### src/hw/rtl/tgard_pkg.sv
// Package: types and constants shared by the TGA RLE decoder files.
package tgard_pkg;

	localparam logic [4:0] HDR_IDX_TYPE   = 5'd2;
	localparam logic [4:0] HDR_IDX_W_LO   = 5'd12;
	localparam logic [4:0] HDR_IDX_W_HI   = 5'd13;
	localparam logic [4:0] HDR_IDX_H_LO   = 5'd14;
	localparam logic [4:0] HDR_IDX_H_HI   = 5'd15;
	localparam logic [4:0] HDR_IDX_DEPTH  = 5'd16;
	localparam logic [4:0] HDR_IDX_LAST   = 5'd17;

	localparam logic [1:0] ST_OK       = 2'd0;
	localparam logic [1:0] ST_BAD_SIZE = 2'd1;
	localparam logic [1:0] ST_BAD_TYPE = 2'd2;

	localparam logic [7:0] TYPE_RAW_COLOUR = 8'd2;
	localparam logic [7:0] TYPE_RAW_GREY   = 8'd3;
	localparam logic [7:0] TYPE_RLE_COLOUR = 8'd10;
	localparam logic [7:0] TYPE_RLE_GREY   = 8'd11;

	localparam logic [4:0] DEPTH_1B = 5'd1;
	localparam logic [4:0] DEPTH_3B = 5'd3;
	localparam logic [4:0] DEPTH_4B = 5'd4;

	typedef enum logic [2:0] {
		PH_HEADER,
		PH_RAW,
		PH_PKT_HDR,
		PH_PKT_DATA,
		PH_DONE
	} phase_t;

	typedef enum logic [1:0] {
		SEQ_IN,
		SEQ_EXEC,
		SEQ_RUN
	} seq_t;

	typedef struct packed {
		logic [7:0] data_byte;
		logic       start_of_file;
	} tgard_in_t;

	typedef struct packed {
		logic        is_header;
		logic [1:0]  status;
		logic [15:0] image_width;
		logic [15:0] image_height;
		logic [4:0]  bytes_per_pixel;
		logic [31:0] pixel_first;
		logic [31:0] pixel_second;
		logic [1:0]  pixels_in_beat;
		logic        last_pixel;
	} tgard_out_t;

endpackage

### src/hw/rtl/tgard_stream_if.sv
// Interface: valid/ready stream channel with a typed payload.
interface tgard_stream_if #(
	parameter type T = logic
) ();
	logic valid;
	logic ready;
	T     payload;

	modport source (output valid, output payload, input ready);
	modport sink (input valid, input payload, output ready);
endinterface

### src/hw/rtl/tga_rle_image_decoder.sv
// Top level: TGA byte-stream decoder, header parse plus raw and RLE pixel output.
//
// Usage: file bytes enter on the bytes channel (tgard_in_t), one beat per byte;
// start_of_file marks header byte 0 and restarts parsing at any point.
// Results leave on the results channel (tgard_out_t): one header beat after
// the 18th header byte, then pixel beats carrying one or two pixels each.
// Each byte is captured into byte_q in SEQ_IN, then the sequencer applies it in
// SEQ_EXEC through the shared pixel-count decrementer. A run packet then moves on
// to SEQ_RUN and emits its beats there, so a run of n pixels adds ceil(n/2) beats.
// A result is registered and shows on results from the result register.
// bytes.ready is low while a byte or a run is being worked on. If the receiver
// stalls, the result register holds and the sequencer waits before producing
// the next beat; no result is dropped.
// After reset the block expects header byte 0. After a bad header or the last
// pixel, bytes are ignored until one arrives with start_of_file set.
module tga_rle_image_decoder (
	input logic                 clk,
	input logic                 arst_n,
	tgard_stream_if.sink        bytes,
	tgard_stream_if.source      results
);
	import tgard_pkg::*;

	seq_t        seq_q, seq_d;
	phase_t      phase_q, phase_d;
	logic [4:0]  hdr_idx_q, hdr_idx_d;
	logic [15:0] width_q, width_d;
	logic [15:0] height_q, height_d;
	logic [4:0]  depth_q, depth_d;
	logic [7:0]  type_q, type_d;
	logic [31:0] pix_left_q, pix_left_d;
	logic [7:0]  pkt_left_q, pkt_left_d;
	logic        pkt_run_q, pkt_run_d;
	logic [31:0] asm_q, asm_d;
	logic [1:0]  bip_q, bip_d;
	logic [31:0] held_q, held_d;
	logic        held_vld_q, held_vld_d;
	logic [31:0] run_pix_q, run_pix_d;
	logic [7:0]  byte_q;
	logic        sof_q;
	tgard_out_t  out_q, out_d;
	logic        out_vld_q;

	logic        out_free;
	logic        emit;
	logic        start_run;
	logic        run_end;
	logic [1:0]  dec_amt;
	logic [31:0] pl_dec;

	assign out_free = !out_vld_q || results.ready;
	assign dec_amt  = (seq_q == SEQ_RUN && pkt_left_q >= 8'd2) ? 2'd2 : 2'd1;
	assign pl_dec   = pix_left_q - {30'd0, dec_amt};

	// datapath
	always_comb begin
		phase_t      ph;
		logic [4:0]  idx;
		logic [15:0] w;
		logic [15:0] h;
		logic [4:0]  dep;
		logic [7:0]  typ;
		logic [1:0]  st;
		logic [31:0] asm_n;
		logic        pix_done;
		logic [31:0] p;
		logic        fin;
		logic        do_push;
		logic [7:0]  kl;

		phase_d    = phase_q;
		hdr_idx_d  = hdr_idx_q;
		width_d    = width_q;
		height_d   = height_q;
		depth_d    = depth_q;
		type_d     = type_q;
		pix_left_d = pix_left_q;
		pkt_left_d = pkt_left_q;
		pkt_run_d  = pkt_run_q;
		asm_d      = asm_q;
		bip_d      = bip_q;
		held_d     = held_q;
		held_vld_d = held_vld_q;
		run_pix_d  = run_pix_q;
		out_d      = '0;
		emit       = 1'b0;
		start_run  = 1'b0;
		run_end    = 1'b0;
		st         = ST_OK;
		p          = '0;
		fin        = 1'b0;
		do_push    = 1'b0;
		kl         = pkt_left_q - {6'd0, dec_amt};

		ph  = sof_q ? PH_HEADER : phase_q;
		idx = sof_q ? 5'd0 : hdr_idx_q;
		w   = sof_q ? 16'd0 : width_q;
		h   = sof_q ? 16'd0 : height_q;
		dep = sof_q ? 5'd0 : depth_q;
		typ = sof_q ? 8'd0 : type_q;

		asm_n    = asm_q | ({24'd0, byte_q} << {bip_q, 3'b000});
		pix_done = ({3'd0, bip_q} + 5'd1) >= depth_q;

		if (seq_q == SEQ_EXEC && out_free) begin
			phase_d   = ph;
			hdr_idx_d = idx;
			width_d   = w;
			height_d  = h;
			depth_d   = dep;
			type_d    = typ;
			case (ph)
				PH_HEADER: begin
					case (idx)
						HDR_IDX_TYPE:  type_d = byte_q;
						HDR_IDX_W_LO:  width_d[7:0] = byte_q;
						HDR_IDX_W_HI:  width_d[15:8] = byte_q;
						HDR_IDX_H_LO:  height_d[7:0] = byte_q;
						HDR_IDX_H_HI:  height_d[15:8] = byte_q;
						HDR_IDX_DEPTH: depth_d = byte_q[7:3];
						default: ;
					endcase
					hdr_idx_d = idx + 5'd1;
					if (idx == HDR_IDX_LAST) begin
						if (width_q == 16'd0 || height_q == 16'd0 ||
						    !(depth_q inside {DEPTH_1B, DEPTH_3B, DEPTH_4B}))
							st = ST_BAD_SIZE;
						else if (!(type_q inside {TYPE_RAW_COLOUR, TYPE_RAW_GREY,
						                          TYPE_RLE_COLOUR, TYPE_RLE_GREY}))
							st = ST_BAD_TYPE;
						emit                  = 1'b1;
						out_d.is_header       = 1'b1;
						out_d.status          = st;
						out_d.image_width     = width_q;
						out_d.image_height    = height_q;
						out_d.bytes_per_pixel = depth_q;
						hdr_idx_d  = 5'd0;
						asm_d      = '0;
						bip_d      = '0;
						held_vld_d = 1'b0;
						if (st != ST_OK) begin
							phase_d = PH_DONE;
						end else begin
							pix_left_d = 32'(width_q) * 32'(height_q);
							phase_d = (type_q <= TYPE_RAW_GREY) ? PH_RAW : PH_PKT_HDR;
						end
					end
				end
				PH_RAW: begin
					asm_d = asm_n;
					bip_d = pix_done ? 2'd0 : bip_q + 2'd1;
					if (pix_done) begin
						p          = asm_n;
						asm_d      = '0;
						pix_left_d = pl_dec;
						fin        = (pl_dec == 32'd0);
						do_push    = 1'b1;
						if (pl_dec == 32'd0)
							phase_d = PH_DONE;
					end
				end
				PH_PKT_HDR: begin
					pkt_run_d  = byte_q[7];
					pkt_left_d = {1'b0, byte_q[6:0]} + 8'd1;
					asm_d      = '0;
					bip_d      = '0;
					held_vld_d = 1'b0;
					phase_d    = PH_PKT_DATA;
				end
				PH_PKT_DATA: begin
					asm_d = asm_n;
					bip_d = pix_done ? 2'd0 : bip_q + 2'd1;
					if (pix_done) begin
						asm_d = '0;
						if (pkt_run_q) begin
							pkt_left_d = ({24'd0, pkt_left_q} < pix_left_q) ?
								pkt_left_q : pix_left_q[7:0];
							run_pix_d  = asm_n;
							start_run  = 1'b1;
						end else begin
							p          = asm_n;
							pkt_left_d = kl;
							pix_left_d = pl_dec;
							fin        = (kl == 8'd0) || (pl_dec == 32'd0);
							do_push    = 1'b1;
							if (pl_dec == 32'd0)
								phase_d = PH_DONE;
							else if (kl == 8'd0)
								phase_d = PH_PKT_HDR;
						end
					end
				end
				default: ;
			endcase

			if (do_push) begin
				if (held_vld_q) begin
					emit                 = 1'b1;
					held_vld_d           = 1'b0;
					out_d.pixel_first    = held_q;
					out_d.pixel_second   = p;
					out_d.pixels_in_beat = 2'd2;
					out_d.last_pixel     = (pl_dec == 32'd0);
				end else if (fin) begin
					emit                 = 1'b1;
					out_d.pixel_first    = p;
					out_d.pixels_in_beat = 2'd1;
					out_d.last_pixel     = (pl_dec == 32'd0);
				end else begin
					held_d     = p;
					held_vld_d = 1'b1;
				end
			end
		end

		if (seq_q == SEQ_RUN && out_free) begin
			emit                 = 1'b1;
			out_d.pixel_first    = run_pix_q;
			out_d.pixel_second   = (dec_amt == 2'd2) ? run_pix_q : 32'd0;
			out_d.pixels_in_beat = dec_amt;
			out_d.last_pixel     = (pl_dec == 32'd0);
			pix_left_d           = pl_dec;
			pkt_left_d           = kl;
			if (kl == 8'd0) begin
				run_end = 1'b1;
				phase_d = (pl_dec == 32'd0) ? PH_DONE : PH_PKT_HDR;
			end
		end
	end

	// sequencer next state
	always_comb begin
		seq_d = seq_q;
		case (seq_q)
			SEQ_IN:   if (bytes.valid) seq_d = SEQ_EXEC;
			SEQ_EXEC: if (out_free) seq_d = start_run ? SEQ_RUN : SEQ_IN;
			SEQ_RUN:  if (out_free && run_end) seq_d = SEQ_IN;
			default:  seq_d = SEQ_IN;
		endcase
	end

	// sequencer outputs
	always_comb begin
		bytes.ready     = (seq_q == SEQ_IN);
		results.valid   = out_vld_q;
		results.payload = out_q;
	end

	always_ff @(posedge clk or negedge arst_n) begin
		if (!arst_n) begin
			seq_q      <= SEQ_IN;
			phase_q    <= PH_HEADER;
			hdr_idx_q  <= '0;
			width_q    <= '0;
			height_q   <= '0;
			depth_q    <= '0;
			type_q     <= '0;
			pix_left_q <= '0;
			pkt_left_q <= '0;
			pkt_run_q  <= 1'b0;
			asm_q      <= '0;
			bip_q      <= '0;
			held_q     <= '0;
			held_vld_q <= 1'b0;
			out_vld_q  <= 1'b0;
		end else begin
			seq_q      <= seq_d;
			phase_q    <= phase_d;
			hdr_idx_q  <= hdr_idx_d;
			width_q    <= width_d;
			height_q   <= height_d;
			depth_q    <= depth_d;
			type_q     <= type_d;
			pix_left_q <= pix_left_d;
			pkt_left_q <= pkt_left_d;
			pkt_run_q  <= pkt_run_d;
			asm_q      <= asm_d;
			bip_q      <= bip_d;
			held_q     <= held_d;
			held_vld_q <= held_vld_d;
			if (emit)
				out_vld_q <= 1'b1;
			else if (results.ready)
				out_vld_q <= 1'b0;
		end
	end

	// payload, no reset
	always_ff @(posedge clk) begin
		run_pix_q <= run_pix_d;
		if (bytes.valid && bytes.ready) begin
			byte_q <= bytes.payload.data_byte;
			sof_q  <= bytes.payload.start_of_file;
		end
		if (emit)
			out_q <= out_d;
	end

endmodule

### src/flat_wrapper.sv
// flat-port wrapper written by rule: the top's interface ports become plain ports
module tga_rle_image_decoder_flat import tgard_pkg::*;
  (clk, arst_n, bytes_valid, bytes_payload, bytes_ready, results_valid, results_payload, results_ready);
  tgard_stream_if #(.T(tgard_in_t)) bytes_i ();
  tgard_stream_if #(.T(tgard_out_t)) results_i ();
  input logic clk;
  input logic arst_n;
  input wire logic [$bits(bytes_i.valid)-1:0] bytes_valid;
  input wire logic [$bits(bytes_i.payload)-1:0] bytes_payload;
  output wire logic [$bits(bytes_i.ready)-1:0] bytes_ready;
  output wire logic [$bits(results_i.valid)-1:0] results_valid;
  output wire logic [$bits(results_i.payload)-1:0] results_payload;
  input wire logic [$bits(results_i.ready)-1:0] results_ready;
  assign bytes_i.valid = bytes_valid;
  assign bytes_i.payload = bytes_payload;
  assign bytes_ready = bytes_i.ready;
  assign results_valid = results_i.valid;
  assign results_payload = results_i.payload;
  assign results_i.ready = results_ready;
  tga_rle_image_decoder u_core (.clk(clk), .arst_n(arst_n), .bytes(bytes_i), .results(results_i));
endmodule
### config.mk
export PLATFORM = sky130hd
export DESIGN_NAME = tga_rle_image_decoder_flat
export DESIGN_NICKNAME = d
export VERILOG_FILES = /design/src/hw/rtl/tgard_pkg.sv /design/src/hw/rtl/tgard_stream_if.sv /design/src/hw/rtl/tga_rle_image_decoder.sv /design/src/flat_wrapper.sv
export SDC_FILE = /design/constraint.sdc
export NUM_CORES = 1
export LEC_CHECK = 0
export BUFFER_PORTS_ARGS = -buffer_cell sky130_fd_sc_hd__buf_2
export CORE_MARGIN = 5
export CORE_UTILIZATION = 65
export CTS_BUF_LIST = sky130_fd_sc_hd__clkbuf_4
export CTS_CLUSTER_DIAMETER = 50
export DETAILED_ROUTE_END_ITERATION = 7
export HOLD_SLACK_MARGIN = 0.02
export PLACE_DENSITY = 0.8
export SLEW_MARGIN = 20
export SYNTH_ARGS = -nofsm -noshare
export SYNTH_HDL_FRONTEND = slang
export SYNTH_SLANG_ARGS = --single-unit
### constraint.sdc
create_clock -name clk -period 9.4 [get_ports clk]
set_input_delay 1.88 -clock clk [delete_from_list [all_inputs] [get_ports clk]]
set_output_delay 1.88 -clock clk [all_outputs]
set_load 0.1 [all_outputs]
==> metrics.md, run 1 <==
| Metric | Value |
|---|---|
| Fin crit period | 6.935 ns |
| H-tree level count | 3 |
| RSZ-0062 raised after global routing | no |
| Share of power burned in registers | 0.446 |
| Fmax | 144.2 MHz |
| Num ports | 122 |
| Cts hold-fix bufs | 0 |
| Synthesized flop and latch total | 311 |
| Cell mode on critical path | fa_1 |
| Worst-margin pin slew | 1.125 ns |
| Max Cap Viol | 0 |
| Row cnt | 69 |
| Placed inst area | 23960 µm² |
| Die height | 198.9 µm |
| CTS tree | built |
| Post-synth EDFFs | 148 |
| Synthesized net count | 2687 |
| Detailed-route via count | 18376 |
| CTS root buffer | clkbuf_4 |
| Vias in the first global route | 18856 |
| Core area | 35400 µm² |
| Status | completed |
| Routed len/inst | 20.67 µm |
| Psw | 0.001341 W |
| Logic pwr share | 0.223 |
| DRT Pass-1 Iters | 6 |
| Buffer count from post-CTS setup fixing | 0 |
| Clock sinks | 311 |
| Drt total wl | 61010 µm |
| GPL Wtd Cong | 0.9254 |
| Layout cells sized above 1 | 0.1218 |
| DRC | 0 |
| CP max stage cell | dfrtp_1 |
| Hold Fails Final Rpt | 0 |
| Crit path max-delay family | adder cells |
| Post-synthesis cell type count | 78 |
| Worst rel slew slack | 0.2474 |
| Power per cell area | 150.6 nW/µm² |
| Die Wd | 198.9 µm |
| Crit path max fanout | 19 |
| Internal | 0.002435 W |
| Clock Path Buffers | 3 |
| Setup CP Type | reg -> reg |
| Sequential share of the synthesized area | 0.3677 |
| Num CTS Buffers | 81 |
| CP bufs+invs | 5 |
| Clk slew on worst S/H paths | 0.06 ns |
| Global Route Usage Sum | 0.3139 |
| Critical Path End Type | flop |
| Chain of cells forming the critical path | nand2_1, fa_1, inv_1, fa_1, inv_1, fa_1, inv_1, fa_1, inv_1, fa_1, inv_1, fa_1, ha_1, and3_1, nand3_1, a2111oi_0, nor3b_1, o31ai_1, a21oi_1, o311ai_1, o21ai_1 |
| Slowest stage delay, CP | 0.89 ns |
| Fin nets | 2756 |
| Synthesized instance count | 2353 |
| Largest net degree at the start of global routing | 98 |
| Peak supply drop | 0.1955 mV |
| First-pass GRT wire length | 98940 µm |
| Total Neg Setup Slack | 0 ns |
| Vias per std cell | 6.227 |
| First DRT Iteration DRCs | 1984 |
| Worst skew pair latency | 0.77 ns |
| Total gr overflow | 0 |
| Design Area, Final | 25080 µm² |
| Ys async rst share | 0.5241 |
| Nature of the critical path startpoint | flop |
| Synth Cell Area | 23180 µm² |
| Mean area per synthesized cell | 9.852 µm² |
| Critical path required time | 10.05 ns |
| CP arrival | 7.58 ns |
| Yosys warnings | 0 |
| Initial antenna violation count | 3 |
| Setup-failing EPs final | 0 |
| Slew Limit Fails | 0 |
| Lkg Pwr | 11.56 nW |
| Final HPWL from detailed placement | 42130 µm |
| Area delta synth->final | 8.166% |
| Port bufs | 121 |
| Die area | 39540 µm² |
| Primary FF master, synth | dfrtp_1 |
| Min-delay worst type | reg -> reg |
| Routed Antenna Nets | 0 |
| Clk_skew | 0.05396 ns |
| Net Sw Frac | 0.3550 |
| Initial Utilization | 0.6549 |
| Clock power share | 0.331 |
| Fin crit share | 0.7377 |
| Post-cts gate resize count | 0 |
[tightest hold or removal path, delay by kind of cell, from the launching register on]
family,cells,cell delay [ns]
compound gates,1,0.05
flops,1,0.34
simple gates,1,0.05
[metal layers]
| metal | up-vias | wire [µm] | global-route usage |
|---|---|---|---|
| met5 | - | 13 | 0 |
| met4 | 2 | 1705 | 0.09068 |
| met3 | 173 | 5946 | 0.06233 |
| met2 | 979 | 28610 | 0.5040 |
| met1 | 9062 | 24730 | 0.4419 |
| li1 | 8160 | - | - |
[synth_stat cells, types with 59 or more instances]
master	count	share of area
nand2_1	326	0.053
a21oi_1	71	0.015
ha_1	125	0.067
fa_1	196	0.17
dfrtp_1	163	0.18
o21ai_0	100	0.022
edfxtp_1	148	0.19
inv_1	290	0.047
clkbuf_1	130	0.021
nand3_1	60	0.013
nor2_1	59	0.0096
and2_1	128	0.035
[metrics by stage]
step	cells	util	power, W	setup slack (ns)	hold WS, ns
finish	2951	0.7084	0.003776	2.465	0.4795
global route	2950	0.7083	0.003946	2.105	0.5084
CTS	2949	0.7080	0.003780	2.531	0.4830
detailed placement	2800	0.6770	0.002537	2.527	0.4698
global placement	2800	0.6770	0.002520	2.672	0.4610
floorplan	2353	-	0.002332	1.276	0.4502
[worst paths after layout]
kind | end | startpoint | slack (ns) | cells past startpoint
min in group asynchronous | u_core.pkt_left_q[3] | arst_n | 1.24 | 1
max | u_core.pix_left_q[31] | u_core.width_q[7] | 2.47 | 21
min reg2reg | u_core.asm_q[31] | u_core.asm_q[31] | 0.48 | 2
min | u_core.asm_q[31] | u_core.asm_q[31] | 0.48 | 2
max reg2reg | u_core.pix_left_q[31] | u_core.width_q[7] | 2.47 | 21
max in group asynchronous | u_core.asm_q[2] | arst_n | 6.62 | 2
[cell type report]
class                      instances  area (µm²)
antenna                            2       5.005
clock buffer                     126       945.9
clock inverter                    23       150.1
fill                            2584       10320
inverter                         291        1092
multi-input combinational       1597       13020
sequential                       311        8523
tap                              461       576.8
timing repair buffer             140       767.0
[sequential cells by signal (all words and copies together), names as in the netlist, 2 cells and up, named ones only]
signal	flops
u_core.asm_q	32
u_core.bip_q	2
u_core.byte_q	8
u_core.depth_q	5
u_core.hdr_idx_q	5
u_core.height_q	16
u_core.held_q	32
u_core.phase_q	3
u_core.pix_left_q	32
u_core.pkt_left_q	8
u_core.results.payload	107
u_core.run_pix_q	32
u_core.seq_q	2
u_core.type_q	7
u_core.width_q	16
[logic make-up (layout without fill, tap and decap cells)]
family / count (synthesis) / in the layout / share of synthesized area
AND/OR/NAND/NOR: 740 / 740 / 0.1596
multiplexers: 37 / 37 / 0.01608
buffers and inverters: 445 / 580 / 0.07383
other: 0 / 2 / 0
flip-flops: 311 / 311 / 0.3677
adder cells (fa/ha/maj): 321 / 321 / 0.2367
AO/OA/AOI/OAI: 455 / 455 / 0.1295
XOR/XNOR: 44 / 44 / 0.01662
[placed cells by master, fill, tap and decap left out, drive strengths merged, types with 13 or more instances in the layout]
cell type  count
clkbuf       126
xor2          21
nor3          29
a21oi         71
inv          293
o22ai         16
a21o          48
nor2          60
nand4         15
a22oi         34
xnor2         23
fa           196
o31ai         42
buf          140
edfxtp       148
nand2        326
nor3b         13
mux2i         35
dfrtp        163
nand3         60
a22o          51
and2         130
ha           125
and3          15
clkinv        18
nor4          27
o21ai        134
nand2b        13
[power by group through the flow]
| stage | clock network, W | registers, W | logic, W |
|---|---|---|---|
| 2_1_floorplan | 0 | 0.00188 | 0.000452 |
| 3_3_place_gp | 0 | 0.00170 | 0.000820 |
| 3_5_place_dp | 0 | 0.00170 | 0.000834 |
| 4_1_cts | 0.00126 | 0.00168 | 0.000837 |
| 5_1_grt | 0.00135 | 0.00169 | 0.000906 |
| 6_report | 0.00125 | 0.00168 | 0.000843 |
Power figures use the tool's default switching activity.
==> run 2: changes to the inputs <==
- ABC_AREA: not set -> 1
- CORE_UTILIZATION: 65 -> 58
- PLACE_DENSITY: 0.8 -> 0.75
- clock period: 9.4 -> 6.15 ns (I/O delays scaled with it)
==> metrics.md, run 2 <==
| Metric | Value |
|---|---|
| Synthesized instance count | 2887 (was 2353) |
| DR WL met3 | 6501 µm (was 5946 µm) |
| Area of the multi-input gates | 12890 µm² (was 13020 µm²) |
| Layout cells sized above 1 | 0.1268 (was 0.1218) |
| Global Route Usage Sum | 0.3076 (was 0.3139) |
| CP arrival | 6.64 ns (was 7.58 ns) |
| Num ports | 122 (unchanged) |
| Routed wl met2 | 33060 µm (was 28610 µm) |
| Max reg flops | 107 (unchanged) |
| Worst-margin pin slew | 1.025 ns (was 1.125 ns) |
| FF+latch area | 8548 µm² (was 8523 µm²) |
| Critical Path End Type | flop (unchanged) |
| Initial Utilization | 0.5885 (was 0.6549) |
| First DRT Iteration DRCs | 2152 (was 1984) |
| # fillers | 3446 (was 2584) |
| Synthesized flop and latch total | 311 (unchanged) |
| Lkg Pwr | 12.65 nW (was 11.56 nW) |
| Top-area cell type share of the netlist area | 0.1845 (was 0.1917) |
| Setup-failing EPs final | 0 (unchanged) |
| Drt total wl | 68480 µm (was 61010 µm) |
| Clk_skew | 0.08390 ns (was 0.05396 ns) |
| Num CTS Buffers | 83 (was 81) |
| Most frequent cells after synthesis | nand2_1 (624), inv_1 (568), nor2_1 (220), fa_1 (196), dfrtp_1 (163) (was nand2_1 (326), inv_1 (290), fa_1 (196), dfrtp_1 (163), edfxtp_1 (148)) |
| Slew Limit Fails | 0 (unchanged) |
| Final std cells w/o fill | 3618 (was 2951) |
| Worst rel slew slack | 0.3157 (was 0.2474) |
| Post-synth EDFFs | 148 (unchanged) |
| Slowest stage delay, CP | 0.69 ns (was 0.89 ns) |
| Largest net degree at the start of global routing | 107 (was 98) |
| CTS root buffer | clkbuf_4 (unchanged) |
| Dominant cells by area after synthesis | edfxtp_1 (18%), dfrtp_1 (17%), fa_1 (16%) (was edfxtp_1 (19%), dfrtp_1 (18%), fa_1 (17%)) |
| Status | completed (unchanged) |
| CP max stage cell | dfrtp_1 (unchanged) |
| Clk slew on worst S/H paths | 0.07 ns (was 0.06 ns) |
| Met1 wire length | 25970 µm (was 24730 µm) |
| CTS tree | built (unchanged) |
| Critical path required time | 6.81 ns (was 10.05 ns) |
| Hold Fails Final Rpt | 0 (unchanged) |
| Fin crit period | 5.979 ns (was 6.935 ns) |
| Placed Cells | 3459 (was 2800) |
| Peak supply drop | 0.1498 mV (was 0.1955 mV) |
| GPL Wtd Cong | 0.9376 (was 0.9254) |
| Initial antenna violation count | 1 (was 3) |
| DRT Pass-1 Iters | 7 (was 6) |
| Ys async rst share | 0.5241 (unchanged) |
| Synthesized net count | 3221 (was 2687) |
| Fmax | 167.2 MHz (was 144.2 MHz) |
| Total Neg Setup Slack | 0 ns (unchanged) |
| Final HPWL from detailed placement | 51050 µm (was 42130 µm) |
| Power per cell area | 254.8 nW/µm² (was 150.6 nW/µm²) |
| Detailed-route via count | 20807 (was 18376) |
| Yosys warnings | 0 (unchanged) |
| Util after Layout | 0.6481 (was 0.7084) |
| Chain of cells forming the critical path | buf_4, nand2_1, fa_1, fa_1, fa_1, inv_1, fa_1, fa_1, ha_1, ha_1, nand2_1, o21ai_0, a221oi_1, o211ai_1, xor2_1, nand2_1, o211ai_1, nand2_1, o21ai_0 (was nand2_1, fa_1, inv_1, fa_1, inv_1, fa_1, inv_1, fa_1, inv_1, fa_1, inv_1, fa_1, ha_1, and3_1, nand3_1, a2111oi_0, nor3b_1, o31ai_1, a21oi_1, o311ai_1, o21ai_1) |
| Power after layout | 0.006759 W (was 0.003776 W) |
| Die height | 213.8 µm (was 198.9 µm) |
| Cell with the most instances after synthesis | nand2_1 (unchanged) |
| Area leader, netlist | edfxtp_1 (unchanged) |
| Row cnt | 74 (was 69) |
| Fin nets | 3350 (was 2756) |
| Routed Antenna Nets | 0 (unchanged) |
| Die Wd | 213.8 µm (was 198.9 µm) |
| Sequential share of the synthesized area | 0.3539 (was 0.3677) |
| Min-delay worst type | reg -> reg (unchanged) |
| RSZ-0062 raised after global routing | no (unchanged) |
| Total gr overflow | 0 (unchanged) |
| Cell mode on critical path | fa_1 (unchanged) |
| Setup CP Type | reg -> reg (unchanged) |
| Post-synthesis cell type count | 55 (was 78) |
| Mean area per synthesized cell | 8.342 µm² (was 9.852 µm²) |
| Synth Cell Area | 24080 µm² (was 23180 µm²) |
| Core area | 40920 µm² (was 35400 µm²) |
| Vias per std cell | 5.751 (was 6.227) |
| Max Cap Viol | 0 (unchanged) |
| Clock sinks | 311 (unchanged) |
| DRC | 0 (unchanged) |
| Most common cell after layout, fill and taps aside | nand2_1 (unchanged) |
| Die area | 45700 µm² (was 39540 µm²) |
| Area delta synth->final | 10.12% (was 8.166%) |
| Clock Path Buffers | 3 (unchanged) |
| Port bufs | 121 (unchanged) |
| Worst skew pair latency | 0.84 ns (was 0.77 ns) |
| DR top layer | met4 (was met5) |
| First-pass GRT wire length | 110900 µm (was 98940 µm) |
| Most frequent cells in the layout | nand2_1 (624), inv_1 (568), nor2_1 (216), fa_1 (196), edfxtp_1 (148) (was nand2_1 (324), inv_1 (290), fa_1 (196), dfrtp_1 (163), edfxtp_1 (148)) |
| H-tree level count | 3 (unchanged) |
| Nature of the critical path startpoint | flop (unchanged) |
| Routed len/inst | 18.93 µm (was 20.67 µm) |
| Fin crit share | 0.9723 (was 0.7377) |
| Vias in the first global route | 21128 (was 18856) |
| Crit path max fanout | 10 (was 19) |
| Primary FF master, synth | dfrtp_1 (unchanged) |
## run 2: cell types whose count changed after synthesis, sizes merged, moves of 29 or more
| cell | before | now |
|---|---|---|
| a22oi | 34 | 2 |
| a22o | 51 | 0 |
| nand4 | 15 | 44 |
| nand2 | 326 | 625 |
| nand3 | 60 | 136 |
| a21o | 48 | 1 |
| mux2i | 35 | 0 |
| o31ai | 42 | 5 |
| inv | 291 | 573 |
| o22ai | 16 | 55 |
| o21ai | 134 | 183 |
| and2 | 130 | 3 |
| nor2 | 60 | 228 |
## run 2: metrics by stage
stage               setup WS, ns  hold slack [ns]  instance area [µm²]
floorplan                 0.2842           0.4464                24090
global placement          0.1864           0.4590                25270
CTS                       0.1554           0.4730                26420
global route            0.009455           0.5206                26520
finish                    0.1706           0.4930                26520
detailed placement        0.1263           0.4792                25270
## run 2: area by class of cell
type	count	area share
multi-input combinational	1859	0.4861
sequential	311	0.3223
inverter	577	0.08166
tap	532	0.02510
clock inverter	12	0.003255
antenna	2	0.0001887
clock buffer	141	0.03991
timing repair buffer	184	0.04152
## run 2: where the power goes
part / internal [W] / switching [W]
logic: 0.000508 / 0.00165
clock network: 0.00107 / 0.000898
registers: 0.00241 / 0.000218
total: 0.00399 / 0.00277
## run 2: layer usage
metal | vias up | GRT usage
met2 | 1112 | 0.5081
met1 | 9996 | 0.3977
met5 | - | 0
met4 | 0 | 0.1314
li1 | 9496 | -
met3 | 203 | 0.06320
## run 2: logic make-up after synthesis
kind of cell / count (synthesis) / share of synthesized area
compound gates: 421 / 0.1052
xor+xnor: 35 / 0.01273
fa+ha+maj: 321 / 0.2279
buf+inv: 717 / 0.1138
flops: 311 / 0.3539
simple gates: 1082 / 0.1866
## run 2: repair_timing
action / 4_1_cts / 5_1_grt
endpoints found under the setup margin: 0 / 12
buffers inserted: 0 / 4
resized for setup: 0 / 32
hold buffers: 0 / 0
hold endpoints to repair: 0 / 0
## run 2: path summary, 6_finish.rpt
path	cells after the start	start	slack (ns)	endpoint
max in group asynchronous	2	arst_n	4.50	u_core.held_q[2]
worst min-delay path	2	u_core.held_q[24]	0.49	u_core.held_q[24]
min in group asynchronous	1	arst_n	0.50	u_core.bip_q[1]
worst max register to register	19	u_core.height_q[13]	0.17	u_core.pix_left_q[29]
worst max-delay path	19	u_core.height_q[13]	0.17	u_core.pix_left_q[29]
worst min register to register	2	u_core.held_q[24]	0.49	u_core.held_q[24]
## run 2: critical path: cells and delay by family, from the launching register on
kind,cells,cell delay (ns)
xor+xnor,1,0.18
buf+inv,2,0.32
flops,1,0.69
simple gates,4,0.46
compound gates,5,1.01
fa+ha+maj,7,3.19
